[config.mk]
export PLATFORM = sky130hd
export DESIGN_NAME = lfu_ctrl
export DESIGN_NICKNAME = d
export VERILOG_FILES = /design/src/rtl/lfu_pkg.sv /design/src/rtl/lfu_ctrl.sv
export SDC_FILE = /design/constraint.sdc
export NUM_CORES = 1
export LEC_CHECK = 0
export ABC_CLOCK_PERIOD_IN_PS = 1400
export BUFFER_PORTS_ARGS = -buffer_cell sky130_fd_sc_hd__buf_2
export CAP_MARGIN = 20
export CORE_AREA = 2 2 39 41
export CTS_BUF_LIST = sky130_fd_sc_hd__clkbuf_4
export DETAILED_ROUTE_END_ITERATION = 6
export DIE_AREA = 0 0 41 43
export PLACE_DENSITY = 0.46
export SLEW_MARGIN = 20
export SYNTH_ARGS = -nofsm -noshare
export SYNTH_HDL_FRONTEND = slang
export SYNTH_SLANG_ARGS = --single-unit
[constraint.sdc]
create_clock -name aclk -period 1.4 [get_ports aclk]
set_clock_uncertainty 0.2 [all_clocks]
set_input_delay 0 -clock aclk [delete_from_list [all_inputs] [get_ports aclk]]
set_output_delay 0 -clock aclk [all_outputs]
set_load 0.03 [all_outputs]
[src/rtl/lfu_pkg.sv]
// ----------------------------------------------------------------------------
// lfu_pkg
// Types, codes and defaults shared by the block cache modules.
// ----------------------------------------------------------------------------
`timescale 1ns / 1ps
`default_nettype none
package lfu_pkg;
    localparam int unsigned DEF_ENTRIES     = 128;
    localparam int unsigned DEF_BLOCK_BYTES = 8;
    localparam logic [15:0] COUNT_MAX       = 16'hFFFF;

    typedef enum logic [1:0] {
        CMD_LOOKUP = 2'd0,
        CMD_FILL   = 2'd1,
        CMD_WRITE  = 2'd2,
        CMD_FLUSH  = 2'd3
    } cmd_t;

    typedef enum logic [2:0] {
        ST_HIT           = 3'd0,
        ST_MISS          = 3'd1,
        ST_LEN_MISMATCH  = 3'd2,
        ST_STORED        = 3'd3,
        ST_NOT_STORED    = 3'd4,
        ST_FLUSHED       = 3'd5,
        ST_NOTHING_DIRTY = 3'd6
    } status_t;

    typedef enum logic [2:0] {
        S_IDLE,
        S_SCAN,
        S_WAIT,
        S_ACT,
        S_DONE
    } state_t;

    // Controller to datapath.
    typedef struct packed {
        logic load;      // capture input item, clear scan results
        logic scan_rd;   // issue a memory read at scan index
        logic act;       // apply the command using scan results
    } cmd_bus_t;

    // Datapath to controller.
    typedef struct packed {
        logic scan_last; // read issued for the last entry
    } stat_bus_t;
endpackage
`default_nettype wire

[src/rtl/lfu_ctrl.sv]
// ----------------------------------------------------------------------------
// lfu_ctrl
// Sequencer: accept, scan all entries, act, hold the result.
// ----------------------------------------------------------------------------
`timescale 1ns / 1ps
`default_nettype none
module lfu_ctrl
    import lfu_pkg::*;
(
    input  wire logic      aclk,
    input  wire logic      aresetn,
    input  wire logic      s_valid,
    output logic           s_ready,
    output logic           m_valid,
    input  wire logic      m_ready,
    output cmd_bus_t       cmd,
    input  wire stat_bus_t stat
);
    state_t state_reg, state_next;

    always_ff @(posedge aclk) begin
        if (!aresetn) state_reg <= S_IDLE;
        else state_reg <= state_next;
    end

    always_comb begin
        state_next = state_reg;
        unique case (state_reg)
            S_IDLE: if (s_valid) state_next = S_SCAN;
            S_SCAN: if (stat.scan_last) state_next = S_WAIT;
            S_WAIT: state_next = S_ACT;
            S_ACT:  state_next = S_DONE;
            S_DONE: if (m_ready) state_next = S_IDLE;
            default: state_next = S_IDLE;
        endcase
    end

    always_comb begin
        s_ready = (state_reg == S_IDLE);
        m_valid = (state_reg == S_DONE);
        cmd.load = (state_reg == S_IDLE) && s_valid;
        cmd.scan_rd = (state_reg == S_SCAN);
        cmd.act = (state_reg == S_ACT);
    end
endmodule
`default_nettype wire

==> results.txt, run 1 <==
----------------------------------------------------
[Layout]
  Total inserted antenna cells ... 0
  Post-synthesis to final-layout area growth ... 82.0%
  Layout cell share with drive strength beyond 1 ... 66.7%
  Max reg flops ... 3
  NumNets Final ... 48
  Finished layout cell area ... 417 um2

[Worst setup path]
  Peak fanout along the critical path ... 4
  Data arrival time of the critical path ... 1.17 ns
  Reg2Reg Setup Slack ... 0.10 ns
  Launch point of the worst reg-to-reg path ... state_reg[1]
  Highest-delay cell along the critical path ... dfxtp_4
  Crit-path max cell delay ... 0.35 ns
  Critical path, cell by cell ... buf_6 > nor3_4 > and2_4 > buf_6
  Worst setup path startpoint ... state_reg[1]
  Crit end category ... output pin
  CP dominant cell by count ... buf_6
  Critical path launch point type ... flip-flop
  CP Data Required Time ... 1.20 ns
  Classification of the worst setup path ... flip-flop to output pin

[STA]
  Setup violations, final ... 0
  Setup repair after global routing missed its margin ... true
  Max Slew Vio Count ... 0
  Final period util ... 97.6%
  Final critical-path required period ... 1.37 ns
  Slew at the pin with the worst max-slew slack ... 0.287 ns
  Number of endpoints with negative hold slack in the final report ... 0
  Fmax ... 732 MHz
  Normalized max-slew margin ... 80.6%
  Hold slack ... 0.344 ns

[Floorplan]
  Chip width ... 41 um
  Core area ... 1380 um2
  Initial standard-cell utilization of the core ... 16.5%
  IO Pins ... 10
  Core Rows ... 14
  Overall die area ... 1760 um2
  Vertical extent of the die ... 43 um

[Logic synthesis]
  Area share of fa/ha/maj cells after synthesis ... 0%
  Gate count of the mapped netlist ... 22
  Average size of a mapped cell ... 10.4 um2
  Total nets after synthesis ... 27
  Post-synthesis instance area ... 229 um2
  Post-synthesis register bit count ... 3
  Post-synthesis compound-gate area fraction ... 9.84%
  Share of synthesized area spent on multiplexers ... 10.9%
  Number of distinct library cells after synthesis ... 17
  XOR/XNOR Fraction of Synth Area ... 0%
  Share of synthesized area occupied by flip-flops and latches ... 26.2%
  Largest family of logic cells by synthesized area ... simple AND/OR/NAND/NOR gates
  Synth warnings ... 0
  Basic-gate share of the synthesized area counting and, or, nand and nor cells ... 41.5%

[GRT]
  Overall Global Routing Usage ... 7.53%
  Pin count of the biggest net entering global routing ... 10
  Remaining global-route overflow ... 0
  Global-route wire length before repair ... 876 um
  Number of global-route vias before repair ... 219
  Antenna violations before repair ... 0

[Min path]
  Startpoint of the tightest hold check path ... state_reg[2]
  Hold crit path type ... flip-flop to flip-flop

[Placed design]
  Routability congestion estimate from global placement ... 0.730
  DP HPWL ... 409 um
  Number of buffer cells added on primary ports ... 9
  Post-DP Area ... 313 um2

[Routing]
  Number of optimization iterations in the first detailed-route pass ... 2
  Final wirelength ... 577 um
  DRC errors left ... 0
  Vias per cell ... 4.02
  Starting DRC count in detailed routing ... 2
  Wire per inst ... 9.95 um
  Antenna viol nets, final ... 0
  Via Count ... 233

[Power and ir drop]
  Peak ir drop on the vdd network ... 0.000380 V
  Combinational group share of total power ... 41.9%
  Relative contribution of the clock network to total power ... 34.4%
  Switching fraction of total power ... 34.7%
  Share of total power in sequential cells ... 23.7%
  Power per unit of standard cell area ... 1260 nW/um2
  Int Power ... 0.000342 W
  Switching power ... 0.000182 W
  Static Leak ... 0.188 nW

[Clock network]
  Clock transition at the registers of the reported paths ... 0.04 ns
  Buffer levels on the longest clock path ... 2
  Clock root buffer ... clkbuf_4
  Sinks on the clock net ... 3
  CTS Buf Count ... 3
  TritonCTS clock tree ... yes
  H-tree depth ... 1
  Source-to-sink clock delay at the later pin of the worst-skew pair ... 0.24 ns

[Flow run]
  Reported max-cap violation count ... 0

[Outcome]
  Outcome ... finished clean

----------------------------------------------------
==> worst max-delay path: cells and delay by family, from the launching register on <==
family,cells,cell delay (ns)
buffers and inverters,2,0.24
flip-flops,1,0.35
AND/OR/NAND/NOR,2,0.33
==> cell families after synthesis <==
logic type	count (synthesis)
AO/OA/AOI/OAI	4
buffers and inverters	3
flip-flops	3
multiplexers	2
AND/OR/NAND/NOR	10
==> per-layer routing <==
metal | track usage (%) | vias up | part of all wire (%)
met5 | 0 | - | 0
li1 | - | 120 | -
met4 | 4.00 | 0 | 0
met2 | 8.75 | 10 | 38
met3 | 5.76 | 0 | 10
met1 | 9.65 | 103 | 52
==> final timing paths <==
path | end | depth (start not counted)
setup reg to reg | state_reg[0] | 3
setup / recovery | cmd[2] | 4
hold reg to reg | state_reg[1] | 1
hold / removal | state_reg[1] | 1
==> power groups by stage <==
stage / registers, W / logic (W) / clock network (W)
finish: 0.000124 / 0.000220 / 0.000180
global route: 0.000126 / 0.000234 / 0.000199
CTS: 0.000123 / 0.000203 / 0.000188
detailed placement: 0.000122 / 0.000190 / 0
global placement: 0.000122 / 0.000192 / 0
floorplan: 0.000111 / 0.000154 / 0
==> cells in the mapped netlist (all sizes together) <==
cell type / n / area share [%]
o31ai: 1 / 3.3
a21oi: 2 / 4.4
buf: 2 / 9.8
nor4: 1 / 5.5
mux2: 1 / 6.6
inv: 1 / 1.6
and2: 1 / 2.7
nor4bb: 1 / 4.4
nor3: 1 / 2.2
and3b: 1 / 4.4
dfxtp: 3 / 26
mux2i: 1 / 4.4
o21ai: 1 / 2.2
nor3b: 3 / 15
or3b: 1 / 3.8
nor2b: 1 / 3.8
==> layout make-up <==
| type | count | area (um2) |
|---|---|---|
| clock buffer | 4 | 30.0 |
| fill | 150 | 967 |
| inverter | 1 | 3.75 |
| multi-input combinational | 16 | 156 |
| sequential | 3 | 68.8 |
| tap | 16 | 20.0 |
| timing repair buffer | 18 | 138 |
==> metrics by stage <==
step	util, %	setup TNS, ns	total power (W)	setup WS (ns)	cells
3_3_place_gp	22.6	0	0.000313	0.0919	49
5_1_grt	30.1	-0.0126	0.000560	-0.0126	58
3_5_place_dp	22.6	0	0.000312	0.118	49
2_1_floorplan	-	-0.0108	0.000265	-0.0108	22
6_report	30.1	0	0.000524	0.0343	58
4_1_cts	28.0	0	0.000514	0.0121	57
==> cell usage in the layout, fill, tap and decap left out, types with 2 or more instances in the layout <==
cell | synthesis | final
nor3b_1 | 2 | 2
dfxtp_4 | 0 | 2
a21oi_1 | 2 | 2
buf_2 | 0 | 6
clkbuf_4 | 0 | 4
buf_6 | 2 | 2
dlygate4sd3_1 | 0 | 4
buf_4 | 0 | 6
==> repair_timing <==
| action | in CTS | in global routing |
|---|---|---|
| buffers inserted | 0 | 1 |
| pin swaps | 0 | 2 |
| hold endpoints to repair | 3 | 0 |
| endpoints found under the setup margin | 4 | 4 |
| hold buffers | 4 | 0 |
| gates resized for setup | 3 | 9 |
Note: power is estimated with default switching activity, not from simulation.
==> run 2: changes to the inputs <==
BUFFER_PORTS_ARGS = -buffer_cell sky130_fd_sc_hd__clkbuf_2   (was -buffer_cell sky130_fd_sc_hd__buf_2)
==> run 2 against run 1 <==
Routed wire length grew 2.6%. Combinational power grew 5%. Hold slack gained 0.015 ns. Sequential share of layout area shrank 0.67 points. Cell count grew 1.7%. Power grew 1.6%. Register-to-register slack lost 0.04 ns. Maximum frequency grew 1.3%. Global-route usage grew 0.39 points. Die area is the same. Critical endpoint is now cmd[1].
==> results.txt, run 2 (synthesis gave the netlist of run 1 again) <==
----------------------------------------------------
[Outcome]
  Outcome ... finished clean

[GRT]
  Overall Global Routing Usage ... 7.92% (+0.39 points)
  Antenna violations before repair ... 0 (unchanged)
  Pin count of the biggest net entering global routing ... 10 (unchanged)
  Remaining global-route overflow ... 0 (unchanged)
  Global-route wire length before repair ... 897 um (+2.4%)
  Number of global-route vias before repair ... 208 (-5.0%)

[Floorplan]
  Core Rows ... 14 (unchanged)
  Overall die area ... 1760 um2 (unchanged)
  Vertical extent of the die ... 43 um (unchanged)
  Core area ... 1380 um2 (unchanged)
  Initial standard-cell utilization of the core ... 16.5% (unchanged)
  Chip width ... 41 um (unchanged)
  IO Pins ... 10 (unchanged)

[Worst setup path]
  Reg2Reg Setup Slack ... 0.06 ns (-0.04 ns)
  Data arrival time of the critical path ... 1.15 ns (-0.02 ns)
  Critical path, cell by cell ... buf_4 > nor3b_1 > clkbuf_2
  Crit-path max cell delay ... 0.40 ns (+0.05 ns)
  Peak fanout along the critical path ... 6 (+2)
  Crit end category ... output pin
  Reg-to-Reg End ... state_reg[2]
  Launch point of the worst reg-to-reg path ... state_reg[0]
  Worst Path Buf+Inv ... 2 (unchanged)
  Crit path max-delay family ... flip-flops
  Critical path depth ... 3 (-1)
  Critical path launch point type ... flip-flop
  Worst reg-to-reg path cell count ... 4 (+1)
  CP Data Required Time ... 1.20 ns (about the same)
  Highest-delay cell along the critical path ... dfxtp_4
  Classification of the worst setup path ... flip-flop to output pin

[Layout]
  Layout cell share with drive strength beyond 1 ... 69.8% (+3.1 points)
  Commonest cells after routing, fill and taps aside ... clkbuf_2 (7), buf_4 (5), clkbuf_4 (4), dlygate4sd3_1 (4)
  Fill cell instance count of the final layout ... 160 (+6.7%)
  Number of standard cells in the layout, taps in and fillers out ... 59 (+1.7%)
  Final core area utilization ... 31.4% (+1.3 points)
  Max reg flops ... 3 (unchanged)
  Total inserted antenna cells ... 0 (unchanged)
  Most frequent standard cell in the layout excluding fill and tap cells ... clkbuf_2
  Post-synthesis to final-layout area growth ... 89.6%
  NumNets Final ... 49 (+2.1%)

[Placed design]
  DP HPWL ... 398 um (-2.7%)
  Number of buffer cells added on primary ports ... 9 (unchanged)
  Routability congestion estimate from global placement ... 0.653 (-11%)
  Post-place setup slack ... 0.0392 ns (-0.0790 ns)
  Dpl cells ... 50 (+2.0%)

[Min path]
  WHS Endpoint ... state_reg[2]
  Worst hold path stage count ... 4 (+3)
  Hold crit path type ... primary input to flip-flop
  Startpoint of the tightest hold check path ... aresetn

[Clock network]
  Clock transition at the registers of the reported paths ... 0.04 ns (about the same)
  Buffer levels on the longest clock path ... 2 (unchanged)
  Source-to-sink clock delay at the later pin of the worst-skew pair ... 0.23 ns (about the same)
  CTS Buf Count ... 3 (unchanged)
  Sinks on the clock net ... 3 (unchanged)
  H-tree depth ... 1 (unchanged)
  TritonCTS clock tree ... yes
  Clock root buffer ... clkbuf_4

[STA]
  Hold slack ... 0.359 ns (+0.0150 ns)
  Slack of the critical path ... 0.0521 ns (+0.0178 ns)
  Final critical-path required period ... 1.35 ns (-0.0178 ns)
  Fmax ... 742 MHz (+1.3%)
  Slew at the pin with the worst max-slew slack ... 0.287 ns (-0.000140 ns)
  Max Slew Vio Count ... 0 (unchanged)
  Number of endpoints with negative hold slack in the final report ... 0 (unchanged)
  Final period util ... 96.3% (-1.3 points)
  Normalized max-slew margin ... 80.7% (+0.11 points)
  Setup repair after global routing missed its margin ... true
  Setup violations, final ... 0 (unchanged)

[Routing]
  Wire per inst ... 10.0 um (+0.86%)
  Starting DRC count in detailed routing ... 2 (unchanged)
  Final wirelength ... 592 um (+2.6%)
  Met1 routed wirelength after detailed routing ... 291 um (-2.3%)
  Detailed-routed wire length on met3 ... 54 um (-8.5%)
  Max Used Layer ... met3
  Number of optimization iterations in the first detailed-route pass ... 3 (+1)
  DRC errors left ... 0 (unchanged)
  Via Count ... 227 (-2.6%)
  Vias per cell ... 3.85 (-4.2%)
  Met2 Routed Length ... 246 um (+13%)
  Antenna viol nets, final ... 0 (unchanged)

[Power and ir drop]
  Peak ir drop on the vdd network ... 0.000337 V (-11%)
  Static Leak ... 0.195 nW (+3.8%)
  Power after layout ... 0.000532 W (+1.6%)
  Power per unit of standard cell area ... 1230 nW/um2 (-2.5%)

[Flow run]
  Reported max-cap violation count ... 0 (unchanged)

----------------------------------------------------
run 2: worst min-delay path, delay by kind of cell:
family                 cells  cell delay (ns)
AOI/OAI and AO/OA          2             0.09
buffers and inverters      2             0.66
run 2: final cells by class:
class / instances / area (um2) / area share [%]
Multi-Input combinational cell: 16 / 161 / 37.2
Tap cell: 16 / 20.0 / 4.61
Clock buffer: 4 / 30.0 / 6.92
Timing Repair Buffer: 19 / 150 / 34.6
Sequential cell: 3 / 68.8 / 15.9
Inverter: 1 / 3.75 / 0.865
run 2: worst max path at each step:
stage	start	to
final	state_reg[0]	cmd[1]
after global routing	state_reg[1]	cmd[2]
after CTS	state_reg[0]	m_valid
after detailed placement	state_reg[0]	state_reg[2]
after global placement	state_reg[0]	state_reg[2]
after floorplan	state_reg[2]	state_reg[2]
run 2: what timing repair did:
item,CTS,global route
pin swaps,1,2
hold buffers,4,0
endpoints found under the setup margin,4,3
gates resized for setup,6,9
setup buffers,1,1
endpoints found under the hold margin,3,0
run 2: report_power, final:
| part | internal [W] | switching, W |
|---|---|---|
| Clock | 0.000126 | 0.0000443 |
| Sequential | 0.000101 | 0.0000304 |
| Combinational | 0.000124 | 0.000106 |
| Total | 0.000351 | 0.000181 |
run 2: metal layers:
layer	vias up	GRT usage, %
met4	0	8.00
met3	0	0
li1	122	-
met2	10	9.06
met1	95	12.1
met5	-	0
run 2: per-stage QoR:
step | setup TNS (ns) | instance area, um2
2_1_floorplan | -0.0108 | 240
3_3_place_gp | 0 | 320
3_5_place_dp | 0 | 320
4_1_cts | 0 | 405
5_1_grt | -0.0178 | 434
6_report | 0 | 434
==> run 3: changes to the inputs <==
ABC_AREA = 1   (was default)
PLACE_DENSITY = 0.43   (was 0.46)
==> run 3 against run 2 <==
Worst setup slack better by 0.0066 ns. Synthesized cell count up 27%. Area after synthesis down 19%. Clock power about the same.
==> results.txt, run 3 <==
----------------------------------------------------
[Layout]
  Layout cell share with drive strength beyond 1 ... 45.7% (-24 points)
  Post-synthesis to final-layout area growth ... 78.4%
  Total inserted antenna cells ... 0 (unchanged)
  Most frequent standard cell in the layout excluding fill and tap cells ... clkbuf_2
  Final core area utilization ... 23.9% (-7.5 points)
  Commonest cells after routing, fill and taps aside ... clkbuf_2 (8), inv_1 (5), nor2_1 (5), clkbuf_4 (5), dlygate4sd3_1 (4)
  NumNets Final ... 52 (+6.1%)
  Max reg flops ... 3 (unchanged)

[STA]
  Setup violations, final ... 0 (unchanged)
  Final period util ... 95.8% (-0.47 points)
  Final critical-path required period ... 1.34 ns (-0.00655 ns)
  Setup repair after global routing missed its margin ... false
  Normalized max-slew margin ... 85.8% (+5.1 points)
  Fmax ... 745 MHz (+0.49%)
  Number of endpoints with negative hold slack in the final report ... 0 (unchanged)
  Slew at the pin with the worst max-slew slack ... 0.212 ns (-0.0745 ns)
  Max Slew Vio Count ... 0 (unchanged)
  Sum of negative setup slack ... 0 ns (unchanged)

[Routing]
  Detailed-routed wire length on met3 ... 29 um (-46%)
  Wire per inst ... 7.69 um (-23%)
  Met2 Routed Length ... 239 um (-2.8%)
  Via Count ... 235 (+3.5%)
  Vias per cell ... 3.79 (-1.5%)
  Antenna viol nets, final ... 0 (unchanged)
  Starting DRC count in detailed routing ... 5 (+3)
  Met1 routed wirelength after detailed routing ... 208 um (-29%)
  DRC errors left ... 0 (unchanged)
  Number of optimization iterations in the first detailed-route pass ... 4 (+1)
  Max Used Layer ... met3
  Final wirelength ... 477 um (-19%)

[Floorplan]
  Initial standard-cell utilization of the core ... 13.4% (-3.2 points)
  Core area ... 1380 um2 (unchanged)
  Chip width ... 41 um (unchanged)
  Overall die area ... 1760 um2 (unchanged)
  Core Rows ... 14 (unchanged)
  Vertical extent of the die ... 43 um (unchanged)
  IO Pins ... 10 (unchanged)

[GRT]
  Number of global-route vias before repair ... 214 (+2.9%)
  Antenna violations before repair ... 0 (unchanged)
  Overall Global Routing Usage ... 6.72% (-1.2 points)
  Pin count of the biggest net entering global routing ... 7 (-3)
  Global-route wire length before repair ... 738 um (-18%)
  Remaining global-route overflow ... 0 (unchanged)

[Logic synthesis]
  Share of flip-flops with an asynchronous set or reset after synthesis ... 0% (unchanged)
  Number of distinct library cells after synthesis ... 14 (-3)
  Average size of a mapped cell ... 6.61 um2 (-36%)
  Ranking of synthesized cells by instance count ... inv_1 (5), nor2_1 (5), dfxtp_1 (3), inv_2 (3)
  Top cell type's share of synthesized area ... 32.4% (+6.2 points)
  Cell type contributing the most total cell area after synthesis ... dfxtp_1
  Count of flip-flops with a built-in enable after synthesis ... 0 (unchanged)
  Share of synthesized area occupied by flip-flops and latches ... 32.4% (+6.2 points)
  Largest cells by area after synthesis ... dfxtp_1 (32%), inv_1 (10%), nor2_1 (10%)
  Total nets after synthesis ... 33 (+22%)
  Synth warnings ... 0 (unchanged)
  Post-synthesis register bit count ... 3 (unchanged)
  Dominant register cell in the synthesized netlist ... dfxtp_1
  Post-synthesis instance area ... 185 um2 (-19%)
  Gate count of the mapped netlist ... 28 (+27%)

[Clock network]
  Clock transition at the registers of the reported paths ... 0.03 ns (about the same)
  TritonCTS clock tree ... yes
  Source-to-sink clock delay at the later pin of the worst-skew pair ... 0.23 ns (about the same)
  Sinks on the clock net ... 3 (unchanged)
  Buffer levels on the longest clock path ... 2 (unchanged)
  Clock root buffer ... clkbuf_4
  CTS Buf Count ... 3 (unchanged)
  H-tree depth ... 1 (unchanged)

[Power and ir drop]
  Peak ir drop on the vdd network ... 0.000285 V (-16%)
  Static Leak ... 0.174 nW (-11%)
  Power per unit of standard cell area ... 1260 nW/um2 (+3.1%)

[Worst setup path]
  Data arrival time of the critical path ... 1.14 ns (about the same)
  Peak fanout along the critical path ... 5 (-1)
  Classification of the worst setup path ... flip-flop to output pin
  Crit end category ... output pin
  Critical path launch point type ... flip-flop
  CP Data Required Time ... 1.20 ns (about the same)

[Placed design]
  DP HPWL ... 345 um (-13%)
  Number of buffer cells added on primary ports ... 9 (unchanged)
  Routability congestion estimate from global placement ... 0.619 (-5.2%)

[Min path]
  Hold crit path type ... primary input to flip-flop

[Outcome]
  Outcome ... finished clean

[Flow run]
  Reported max-cap violation count ... 0 (unchanged)

----------------------------------------------------
[run 3: cell count changes after synthesis, moves of 2 or more]
cell,change
nor2_1,+5
inv_1,+4
inv_2,+3
buf_6,-2
nand3_1,+2
nor3b_1,-2
[run 3: repair_timing]
| action | 4_1_cts | 5_1_grt |
|---|---|---|
| endpoints found under the hold margin | 3 | 0 |
| hold buffers | 4 | 0 |
| pin swaps | 0 | 1 |
| setup endpoints to repair | 1 | 1 |
| buffers inserted | 0 | 1 |
| gates resized for setup | 1 | 0 |
[run 3: area by class of cell]
| type | count | area, um2 |
|---|---|---|
| multi-input combinational | 17 | 95.1 |
| fill | 163 | 1050 |
| tap | 16 | 20.0 |
| inverter | 8 | 30.0 |
| clock buffer | 4 | 30.0 |
| sequential | 3 | 60.1 |
| timing repair buffer | 14 | 95.1 |
[run 3: layer usage]
metal	vias to the layer above	global-route usage, %
met1	102	5.45
met2	6	10.0
li1	127	-
met3	0	3.14
met5	-	0
met4	0	8.00
[run 3: worst paths after layout]
path	startpoint	end	slack [ns]	depth (start not counted)
worst max-delay path	state_reg[0]	cmd[2]	0.06	4
worst max register to register	state_reg[0]	state_reg[0]	0.14	5
worst min register to register	state_reg[2]	state_reg[2]	0.39	2
worst min-delay path	aresetn	state_reg[1]	0.37	4
[run 3: worst max-delay path: stages, from the launching register on]
cell and delay, ns:
dfxtp_1 0.35, nor2_2 0.14, inv_2 0.06, nor3_1 0.14, clkbuf_4 0.22
[run 3: power by group]
group / switching, W / internal [W]
logic: 0.0000859 / 0.0000548
clock network: 0.0000435 / 0.000126
registers: 0.0000127 / 0.0000945
total: 0.000142 / 0.000275
[run 3: cells by family after synthesis]
logic type / share of synthesized area [%]
buffers and inverters: 16.2
and+or+nand+nor: 40.6
AOI/OAI and AO/OA: 10.8
DFF: 32.4
[run 3: through the flow]
step | power, W | worst slack (ns) | area [um2] | std cells | hold slack, ns
finish | 0.000417 | 0.0586 | 330 | 62 | 0.366
global route | 0.000449 | 0.0137 | 330 | 62 | 0.388
CTS | 0.000419 | 0.0149 | 323 | 61 | 0.368
detailed placement | 0.000232 | 0.212 | 250 | 53 | 0.0722
global placement | 0.000232 | 0.190 | 250 | 53 | 0.0546
floorplan | 0.000200 | 0.000307 | 185 | 28 | -0.0490
